## src/hdl/sstf_pkg.sv

```systemverilog
// Shared types and constants for the SSTF disk request scheduler.
`default_nettype none
package sstf_pkg;
   localparam int DEF_QUEUE_DEPTH = 16;
   localparam int DEF_TRACK_BITS  = 16;
   localparam int ID_BITS     = 8;
   localparam int TRK_IO_BITS = 16;
   localparam int DIST_BITS   = 16;
   localparam int LIMIT_BITS  = 5;
   localparam int STATUS_BITS = 2;
   localparam int CSR_ADDR_BITS = 1;
   localparam int CSR_DATA_BITS = 32;
   localparam logic [LIMIT_BITS-1:0] LIMIT_RESET = 5'd16;
   localparam logic [CSR_ADDR_BITS-1:0] REG_QUEUE_LIMIT = 1'b0;

   typedef enum logic [STATUS_BITS-1:0] {
      ST_ACCEPTED = 2'd0,
      ST_SERVED   = 2'd1,
      ST_FULL     = 2'd2,
      ST_EMPTY    = 2'd3
   } status_type;

   localparam logic OP_SUBMIT  = 1'b0;
   localparam logic OP_SERVICE = 1'b1;

   // word passed from front to back through the command queue
   typedef struct packed {
      logic                   op;
      logic [ID_BITS-1:0]     requester_id;
      logic [TRK_IO_BITS-1:0] track;
   } cmd_type;
endpackage
`default_nettype wire

```

## src/hdl/sstf_disk_request_scheduler.sv

```systemverilog
// SSTF disk scheduler: the back end answers a submit word straight from idle; a service word
// goes through a scan that visits one pool entry per cycle for the nearest track (ties to
// the oldest, by a per-entry age rank that the next scan renumbers after a removal), then
// a done state that waits while a held response is stalled. A two-word front queue keeps
// taking words while the back end scans, until it holds two, and a result register holds each response word.
// The pool has valid bits cleared by reset; no clearing pass is needed.
`default_nettype none
module sstf_disk_request_scheduler
   import sstf_pkg::*;
#(
   parameter int QUEUE_DEPTH = DEF_QUEUE_DEPTH,
   parameter int TRACK_BITS  = DEF_TRACK_BITS
) (
   input  wire logic                     clock,
   input  wire logic                     reset,
   input  wire logic                     req_valid,
   output logic                          req_stall,
   input  wire logic                     req_op,
   input  wire logic [ID_BITS-1:0]       req_requester_id,
   input  wire logic [TRK_IO_BITS-1:0]   req_track,
   output logic                          rsp_valid,
   input  wire logic                     rsp_stall,
   output logic [STATUS_BITS-1:0]        rsp_status,
   output logic [ID_BITS-1:0]            rsp_served_id,
   output logic [TRK_IO_BITS-1:0]        rsp_served_track,
   output logic [DIST_BITS-1:0]          rsp_seek_distance,
   output logic [LIMIT_BITS-1:0]         rsp_occupancy,
   input  wire logic                     psel,
   input  wire logic                     penable,
   input  wire logic                     pwrite,
   input  wire logic [CSR_ADDR_BITS-1:0] paddr,
   input  wire logic [CSR_DATA_BITS-1:0] pwdata,
   output logic [CSR_DATA_BITS-1:0]      prdata,
   output logic                          pready
);
   cmd_type in_cmd, q_cmd;
   logic q_valid, q_take;
   logic [LIMIT_BITS-1:0] limit;

   // tracks are kept at TRACK_BITS inside the back end
   assign in_cmd.op = req_op;
   assign in_cmd.requester_id = req_requester_id;
   assign in_cmd.track = req_track;

   sstf_csr u_csr (
      .clock, .reset, .psel, .penable, .pwrite, .paddr, .pwdata, .prdata, .pready,
      .queue_limit(limit)
   );

   sstf_front u_front (
      .clock, .reset, .in_valid(req_valid), .in_stall(req_stall), .in_cmd,
      .out_valid(q_valid), .out_take(q_take), .out_cmd(q_cmd)
   );

   sstf_back #(.QUEUE_DEPTH(QUEUE_DEPTH), .TRACK_BITS(TRACK_BITS)) u_back (
      .clock, .reset, .cmd_valid(q_valid), .cmd_take(q_take), .cmd(q_cmd),
      .queue_limit(limit), .rsp_valid, .rsp_stall, .rsp_status, .rsp_served_id,
      .rsp_served_track, .rsp_seek_distance, .rsp_occupancy
   );
endmodule
`default_nettype wire

```

## src/hdl/sstf_front.sv

```systemverilog
// Front end: a two-entry command queue.
`default_nettype none
module sstf_front
   import sstf_pkg::*;
(
   input  wire logic    clock,
   input  wire logic    reset,
   input  wire logic    in_valid,
   output logic         in_stall,
   input  wire cmd_type in_cmd,
   output logic         out_valid,
   input  wire logic    out_take,
   output cmd_type      out_cmd
);
   cmd_type  q_ff [2];
   cmd_type  q_in [2];
   logic [1:0] cnt_ff, cnt_in;
   logic push, pop;

   assign in_stall  = (cnt_ff == 2'd2);
   assign push      = in_valid && !in_stall;
   assign out_valid = (cnt_ff != 2'd0);
   assign pop       = out_valid && out_take;
   assign out_cmd   = q_ff[0];

   always_comb begin
      q_in = q_ff;
      cnt_in = cnt_ff;
      if (pop) begin
         q_in[0] = q_ff[1];
         cnt_in = cnt_in - 2'd1;
      end
      if (push) begin
         q_in[cnt_in[0]] = in_cmd;
         cnt_in = cnt_in + 2'd1;
      end
   end

   always_ff @(posedge clock) begin
      q_ff <= q_in;
      if (reset) begin
         cnt_ff <= '0;
      end else begin
         cnt_ff <= cnt_in;
      end
   end
endmodule
`default_nettype wire

```

## src/hdl/sstf_back.sv

```systemverilog
// Back end: request pool, one-entry-per-cycle nearest-track scan, result register.
`default_nettype none
module sstf_back
   import sstf_pkg::*;
#(
   parameter int QUEUE_DEPTH = DEF_QUEUE_DEPTH,
   parameter int TRACK_BITS  = DEF_TRACK_BITS
) (
   input  wire logic                   clock,
   input  wire logic                   reset,
   input  wire logic                   cmd_valid,
   output logic                        cmd_take,
   input  wire cmd_type                cmd,
   input  wire logic [LIMIT_BITS-1:0]  queue_limit,
   output logic                        rsp_valid,
   input  wire logic                   rsp_stall,
   output logic [STATUS_BITS-1:0]      rsp_status,
   output logic [ID_BITS-1:0]          rsp_served_id,
   output logic [TRK_IO_BITS-1:0]      rsp_served_track,
   output logic [DIST_BITS-1:0]        rsp_seek_distance,
   output logic [LIMIT_BITS-1:0]       rsp_occupancy
);
   localparam int IDX_BITS  = (QUEUE_DEPTH > 1) ? $clog2(QUEUE_DEPTH) : 1;
   localparam int CNT_BITS  = $clog2(QUEUE_DEPTH + 1);
   localparam int RANK_BITS = IDX_BITS + 1;
   localparam logic [CNT_BITS-1:0] DEPTH_C = CNT_BITS'(QUEUE_DEPTH);

   typedef enum logic [2:0] {
      S_IDLE = 3'b001,
      S_SCAN = 3'b010,
      S_DONE = 3'b100
   } state_type;

   state_type state_ff, state_in;
   logic [QUEUE_DEPTH-1:0]  valid_ff, valid_in;
   logic [ID_BITS-1:0]      req_mem [QUEUE_DEPTH];
   logic [TRACK_BITS-1:0]   trk_mem [QUEUE_DEPTH];
   logic [TRACK_BITS-1:0]   head_ff, head_in;
   logic [CNT_BITS-1:0]     count_ff, count_in;
   logic [IDX_BITS-1:0]     scan_ff, scan_in;
   logic                    found_ff, found_in;
   logic [IDX_BITS-1:0]     best_ff, best_in;
   logic [TRACK_BITS-1:0]   bdist_ff, bdist_in;
   // age rank per entry, 0 = oldest; one spare bit for the pending-removal offset
   logic [RANK_BITS-1:0]    age_mem [QUEUE_DEPTH];
   logic [RANK_BITS-1:0]    bage_ff, bage_in;
   // rank removed by the last service; younger ranks above it drop by one on the next scan
   logic                    pend_ff, pend_in;
   logic [RANK_BITS-1:0]    pend_age_ff, pend_age_in;

   logic                    rv_ff, rv_in;
   logic [STATUS_BITS-1:0]  st_ff, st_in;
   logic [ID_BITS-1:0]      id_ff, id_in;
   logic [TRK_IO_BITS-1:0]  tr_ff, tr_in;
   logic [DIST_BITS-1:0]    di_ff, di_in;
   logic [LIMIT_BITS-1:0]   oc_ff, oc_in;

   logic [IDX_BITS-1:0]     free_idx;
   logic [CNT_BITS-1:0]     eff_limit;
   logic [TRACK_BITS-1:0]   cur_trk, d;
   logic [RANK_BITS-1:0]    raw_age, cur_age, new_age;
   logic                    age_fix;
   logic                    wr_en;
   logic                    last;

   always_comb begin
      free_idx = '0;
      for (int k = QUEUE_DEPTH - 1; k >= 0; k--) begin
         if (!valid_ff[k]) free_idx = IDX_BITS'(k);
      end
   end

   assign eff_limit = (32'(queue_limit) > QUEUE_DEPTH) ? DEPTH_C
                                                        : CNT_BITS'(queue_limit);
   assign cur_trk   = trk_mem[scan_ff];
   assign raw_age   = age_mem[scan_ff];
   assign age_fix   = (state_ff == S_SCAN) && valid_ff[scan_ff] && pend_ff &&
                      (raw_age > pend_age_ff);
   assign cur_age   = age_fix ? raw_age - RANK_BITS'(1) : raw_age;
   // a submit while a removal is pending is stored one high; the next scan corrects it
   assign new_age   = RANK_BITS'(count_ff) + RANK_BITS'(pend_ff);
   assign d         = (cur_trk >= head_ff) ? cur_trk - head_ff : head_ff - cur_trk;
   assign last      = (32'(scan_ff) == QUEUE_DEPTH - 1);
   assign cmd_take  = cmd_valid && (state_ff == S_IDLE) && (!rv_ff || !rsp_stall);
   assign wr_en     = cmd_take && cmd.op == OP_SUBMIT && count_ff < eff_limit;

   always_comb begin
      state_in = state_ff; valid_in = valid_ff; head_in = head_ff; count_in = count_ff;
      scan_in = scan_ff; found_in = found_ff; best_in = best_ff; bdist_in = bdist_ff;
      bage_in = bage_ff; pend_in = pend_ff; pend_age_in = pend_age_ff;
      rv_in = rv_ff && rsp_stall;
      st_in = st_ff; id_in = id_ff; tr_in = tr_ff; di_in = di_ff; oc_in = oc_ff;
      unique case (state_ff)
         S_IDLE: begin
            if (cmd_take) begin
               if (cmd.op == OP_SUBMIT) begin
                  id_in = '0; tr_in = '0; di_in = '0;
                  if (wr_en) begin
                     valid_in[free_idx] = 1'b1;
                     count_in = count_ff + CNT_BITS'(1);
                     st_in = ST_ACCEPTED;
                  end else begin
                     st_in = ST_FULL;
                  end
                  oc_in = LIMIT_BITS'(count_in);
                  rv_in = 1'b1;
               end else if (count_ff == '0) begin
                  st_in = ST_EMPTY; id_in = '0; tr_in = '0; di_in = '0;
                  oc_in = '0; rv_in = 1'b1;
               end else begin
                  scan_in = '0; found_in = 1'b0;
                  state_in = S_SCAN;
               end
            end
         end
         S_SCAN: begin
            if (valid_ff[scan_ff] && (!found_ff || d < bdist_ff ||
                (d == bdist_ff && cur_age < bage_ff))) begin
               found_in = 1'b1; best_in = scan_ff; bdist_in = d; bage_in = cur_age;
            end
            if (last) state_in = S_DONE;
            else scan_in = scan_ff + IDX_BITS'(1);
         end
         S_DONE: begin
            if (!rv_ff || !rsp_stall) begin
               valid_in[best_ff] = 1'b0;
               count_in = count_ff - CNT_BITS'(1);
               head_in = trk_mem[best_ff];
               pend_in = 1'b1;
               pend_age_in = bage_ff;
               st_in = ST_SERVED;
               id_in = req_mem[best_ff];
               tr_in = TRK_IO_BITS'(trk_mem[best_ff]);
               di_in = DIST_BITS'(bdist_ff);
               oc_in = LIMIT_BITS'(count_in);
               rv_in = 1'b1;
               state_in = S_IDLE;
            end
         end
         default: state_in = S_IDLE;
      endcase
   end

   always_ff @(posedge clock) begin
      if (wr_en) begin
         req_mem[free_idx] <= cmd.requester_id;
         trk_mem[free_idx] <= TRACK_BITS'(cmd.track);
         age_mem[free_idx] <= new_age;
      end else if (age_fix) begin
         age_mem[scan_ff] <= cur_age;
      end
   end

   always_ff @(posedge clock) begin
      scan_ff <= scan_in; found_ff <= found_in; best_ff <= best_in;
      bdist_ff <= bdist_in; bage_ff <= bage_in; pend_age_ff <= pend_age_in;
      st_ff <= st_in; id_ff <= id_in; tr_ff <= tr_in; di_ff <= di_in; oc_ff <= oc_in;
      if (reset) begin
         state_ff <= S_IDLE; valid_ff <= '0; head_ff <= '0; count_ff <= '0;
         rv_ff <= 1'b0; pend_ff <= 1'b0;
      end else begin
         state_ff <= state_in; valid_ff <= valid_in; head_ff <= head_in;
         count_ff <= count_in; rv_ff <= rv_in; pend_ff <= pend_in;
      end
   end

   assign rsp_valid = rv_ff;
   assign rsp_status = st_ff;
   assign rsp_served_id = id_ff;
   assign rsp_served_track = tr_ff;
   assign rsp_seek_distance = di_ff;
   assign rsp_occupancy = oc_ff;
endmodule
`default_nettype wire

```

## src/hdl/sstf_csr.sv

```systemverilog
// Configuration register file: queue limit.
`default_nettype none
module sstf_csr
   import sstf_pkg::*;
(
   input  wire logic                     clock,
   input  wire logic                     reset,
   input  wire logic                     psel,
   input  wire logic                     penable,
   input  wire logic                     pwrite,
   input  wire logic [CSR_ADDR_BITS-1:0] paddr,
   input  wire logic [CSR_DATA_BITS-1:0] pwdata,
   output logic [CSR_DATA_BITS-1:0]      prdata,
   output logic                          pready,
   output logic [LIMIT_BITS-1:0]         queue_limit
);
   logic [LIMIT_BITS-1:0] limit_ff;
   assign pready = 1'b1;
   assign queue_limit = limit_ff;
   assign prdata = (paddr == REG_QUEUE_LIMIT) ? CSR_DATA_BITS'(limit_ff) : '0;
   always_ff @(posedge clock) begin
      if (reset) begin
         limit_ff <= LIMIT_RESET;
      end else if (psel && penable && pwrite && paddr == REG_QUEUE_LIMIT) begin
         limit_ff <= pwdata[LIMIT_BITS-1:0];
      end
   end
endmodule
`default_nettype wire

```

## config.mk

```make
export PLATFORM = sky130hd
export DESIGN_NAME = sstf_disk_request_scheduler
export DESIGN_NICKNAME = d
export VERILOG_FILES = /design/src/hdl/sstf_pkg.sv /design/src/hdl/sstf_disk_request_scheduler.sv /design/src/hdl/sstf_front.sv /design/src/hdl/sstf_back.sv /design/src/hdl/sstf_csr.sv
export SDC_FILE = /design/constraint.sdc
export NUM_CORES = 1
export LEC_CHECK = 0
export BUFFER_PORTS_ARGS = -buffer_cell sky130_fd_sc_hd__buf_2
export CAP_MARGIN = 20
export CORE_ASPECT_RATIO = 1.4
export CORE_UTILIZATION = 60
export DETAILED_ROUTE_END_ITERATION = 8
export GPL_TIMING_DRIVEN = 0
export PLACE_DENSITY_LB_ADDON = 0.25
export SLEW_MARGIN = 30
export SYNTH_ARGS = -nofsm -noshare
export SYNTH_HDL_FRONTEND = slang
export SYNTH_SLANG_ARGS = --single-unit
```

## constraint.sdc

```tcl
create_clock -name clock -period 15.8 [get_ports clock]
set_clock_uncertainty 0.2 [all_clocks]
set_input_delay 0 -clock clock [delete_from_list [all_inputs] [get_ports clock]]
set_output_delay 0 -clock clock [all_outputs]
set_load 0.05 [all_outputs]
```

==> flow_metrics.env <==
export IMPL_status="complete, no violations"
export IMPL_dpl_cell_area_um2=31400
export IMPL_p_leak_nw=12.0
export IMPL_maxSlewHeadroom_pct=26.6
export IMPL_std_cell_rows=95
export IMPL_power_frac_comb_pct=30.7
export IMPL_synth_edf_count=571
export IMPL_ys_types=69
export IMPL_grt_pass1_vias=18700
export IMPL_htreeDepth=2
export IMPL_drt_iter0_markers=1911
export IMPL_clkTransAtPathRegs_ns=0.07
export IMPL_required_ns=15.90
export IMPL_final_cell_mix="edfxtp_1, mux4_2, buf_2, nor2_1, a21oi_1"
export IMPL_viasPerCell=6.51
export IMPL_stdcell_area_um2=34000
export IMPL_io_buffer_count=90
export IMPL_seq_area_frac_synth_pct=63.6
export IMPL_hold_start="req_track[8]"
export IMPL_cts_buffers=59
export IMPL_syn_area_um2=29600
export IMPL_die_h_um=265
export IMPL_fin_setup_tns_ns=0
export IMPL_grt_pass1_wl_mm=116
export IMPL_ys_seq_elements=653
export IMPL_antennaDiodeCount=0
export IMPL_drc=0
export IMPL_ys_warn_count=0
export IMPL_dieArea_um2=50200
export IMPL_critPathKind="flip-flop to flip-flop"
export IMPL_rsz0062_at_grt="false"
export IMPL_fillers=3115
export IMPL_synthCells=1821
export IMPL_die_w_um=190
export IMPL_tightest_slew_ns=1.10
export IMPL_fin_hold_ws_ns=0.114
export IMPL_fmax_ghz=0.115
export IMPL_fin_crit_sh_pct=55.2
export IMPL_swShare_pct=34.4
export IMPL_antenna_found_initial=0
export IMPL_critical_path_max_fanout=25
export IMPL_internal_power_mw=3.61
export IMPL_vdd_drop_max_v=0.000140
export IMPL_multiInputGateArea_um2=9960
export IMPL_place_hpwl_mm=52.7
export IMPL_ys_flop_type="edfxtp_1"
export IMPL_report_final_slew_viol_count=0
export IMPL_syn_area_per_cell_um2=16.2
export IMPL_cts_root_buf="clkbuf_16"
export IMPL_clockPowerShare_pct=25.5
export IMPL_grt_max_degree=26
export IMPL_cp_end_kind="flip-flop"
export IMPL_min_period_ns=8.72
export IMPL_critPathLaunchType="flip-flop"
export IMPL_area_growth_pct=14.9
export IMPL_worstSkewPairLatency_ns=0.64
export IMPL_synth_async_reset_ratio_pct=0
export IMPL_power_density_nw_per_um2=162
export IMPL_io_pins=147
export IMPL_maxCapViolCount=0
export IMPL_clockBufferDepth=3
export IMPL_overflow=0
export IMPL_vias=18000
export IMPL_core_um2=48300
export IMPL_p_sw_mw=1.90
export IMPL_final_common_cell="edfxtp_1"
export IMPL_seq_power_share_pct=43.8
export IMPL_finalWirelength_mm=78.7
export IMPL_cts_sinks=653
export IMPL_final_antenna_net_count=0
export IMPL_firstDrtPassIters=6
export IMPL_dp_cells=2590
export IMPL_dp_slack_ns=7.00
export IMPL_start_util_pct=61.2
export IMPL_stdcell_count=2770
export IMPL_cts_resized=0
export IMPL_cts_tree="done"
export IMPL_finalWeightedCongestion=0.922
export IMPL_hp_class="input pin to flip-flop"
export IMPL_drive_gt1_share_pct=25.0
export IMPL_hold_viol=0
export IMPL_gr_usage_all_layers_pct=32.4
export IMPL_cp_arrival_ns=8.83
export IMPL_worst_slack_ns=7.08
export IMPL_setup_viol=0
export IMPL_regArea_um2=18800
export IMPL_fin_nets=2229
export IMPL_wl_per_cell_um=28.4
through the flow:
| stage | power, mW | utilization [%] |
|---|---|---|
| after floorplan | 3.55 | - |
| after global placement | 4.01 | 64.0 |
| after detailed placement | 4.09 | 65.0 |
| after CTS | 5.50 | 70.4 |
| after global routing | 5.72 | 70.4 |
| final | 5.51 | 70.4 |
kinds of logic (layout without fill, tap and decap cells):
family	count (synthesis)	after routing	synth area share, %
DFF	653	653	63.6
adders and majority gates	72	72	3.10
AOI/OAI and AO/OA	263	263	5.36
buffers and inverters	220	513	3.26
and+or+nand+nor	310	310	4.83
other	2	28	0.0254
xor gates and xnor gates	30	30	0.914
muxes	271	271	19.0
synthesized netlist by cell type (8+ instances only):
| master | count | area (um2) |
|---|---|---|
| dfxtp_1 | 82 | 1640 |
| buf_1 | 11 | 41.3 |
| nand2_1 | 86 | 323 |
| mux4_2 | 230 | 5180 |
| mux2i_1 | 32 | 320 |
| nor3_1 | 9 | 45.0 |
| a211oi_1 | 11 | 82.6 |
| o21a_1 | 10 | 75.1 |
| inv_1 | 97 | 364 |
| edfxtp_1 | 571 | 17100 |
| nor2_1 | 113 | 424 |
| and2_1 | 30 | 188 |
| nor2b_1 | 12 | 75.1 |
| nand4_1 | 9 | 56.3 |
| clkbuf_1 | 61 | 229 |
| nand3_1 | 17 | 85.1 |
| buf_4 | 28 | 210 |
| and3_1 | 8 | 50.1 |
| a21o_1 | 28 | 210 |
| xnor2_1 | 18 | 158 |
| nand2b_1 | 8 | 50.1 |
| ha_1 | 70 | 876 |
| o21ai_0 | 50 | 250 |
| buf_2 | 19 | 95.1 |
| a31oi_1 | 10 | 62.6 |
| a21oi_1 | 112 | 561 |
| xor2_1 | 11 | 96.3 |
metal layers:
layer / global-route usage, % / vias up / wire length (um)
met5: 0 / - / 0
met4: 18.1 / 0 / 4880
met3: 5.85 / 295 / 6070
met2: 56.5 / 1047 / 40800
met1: 37.7 / 9058 / 27000
li1: - / 7640 / -
area by class of cell:
| type | instances | share of cell area [%] |
|---|---|---|
| Tap cell | 630 | 2.32 |
| Buffer | 120 | 1.79 |
| Clock buffer | 70 | 4.47 |
| Timing Repair Buffer | 184 | 4.66 |
| Clock inverter | 39 | 1.02 |
| Sequential cell | 653 | 55.3 |
| Inverter | 100 | 1.11 |
| Multi-Input combinational cell | 974 | 29.3 |
power groups by stage:
stage                     Sequential [mW]  Clock [mW]  Combinational, mW
after floorplan                      2.56           0              0.988
after global placement               2.44           0               1.57
after detailed placement             2.44           0               1.65
after CTS                            2.41        1.41               1.68
after global routing                 2.43        1.47               1.82
final                                2.41        1.41               1.69
final timing paths:
kind / slack [ns] / endpoint / cells past startpoint
worst max-delay path: 7.08 / u_back.bdist_ff[9] / 24
worst min-delay path: 0.11 / u_front.out_cmd[8] / 4
worst max register to register: 7.08 / u_back.bdist_ff[9] / 24
worst min register to register: 0.25 / u_back.pend_age_ff[3] / 0
critical path, stage by stage, from the launching register on:
cell and delay [ns]:
dfxtp_1 0.38, clkbuf_1 0.61, clkbuf_1 0.51, clkbuf_1 0.75, mux4_2 0.45, mux4_2 0.59, ha_1 0.32, clkbuf_1 0.26
nand2_1 0.15, nor4_1 0.41, a31o_2 0.28, nor2_1 0.10, a21oi_1 0.45, clkbuf_1 0.42, o2111ai_1 0.17, o21ai_1 0.13
xnor2_1 0.11, ha_1 0.32, nand4_1 0.12, nor3_1 0.45, o21ai_0 0.17, a21oi_1 0.20, o211ai_1 0.14, o21bai_2 0.34
inv_2 0.33
registers in the layout, indices dropped and copies added, names as in the netlist, 8 cells and up, named ones only:
register / flops
u_back.req_mem: 128
u_back.trk_mem: 256
u_back.rsp_served_track: 16
u_back.bdist_ff: 16
u_back.age_mem: 80
u_back.valid_ff: 16
u_front.out_cmd: 25
u_back.rsp_served_id: 8
u_back.head_ff: 16
u_back.rsp_seek_distance: 16
repair_timing:
item	4_1_cts	5_1_grt
hold buffers	71	0
setup buffers	0	0
hold endpoints to repair	91	0
Power figures use the tool's default switching activity.
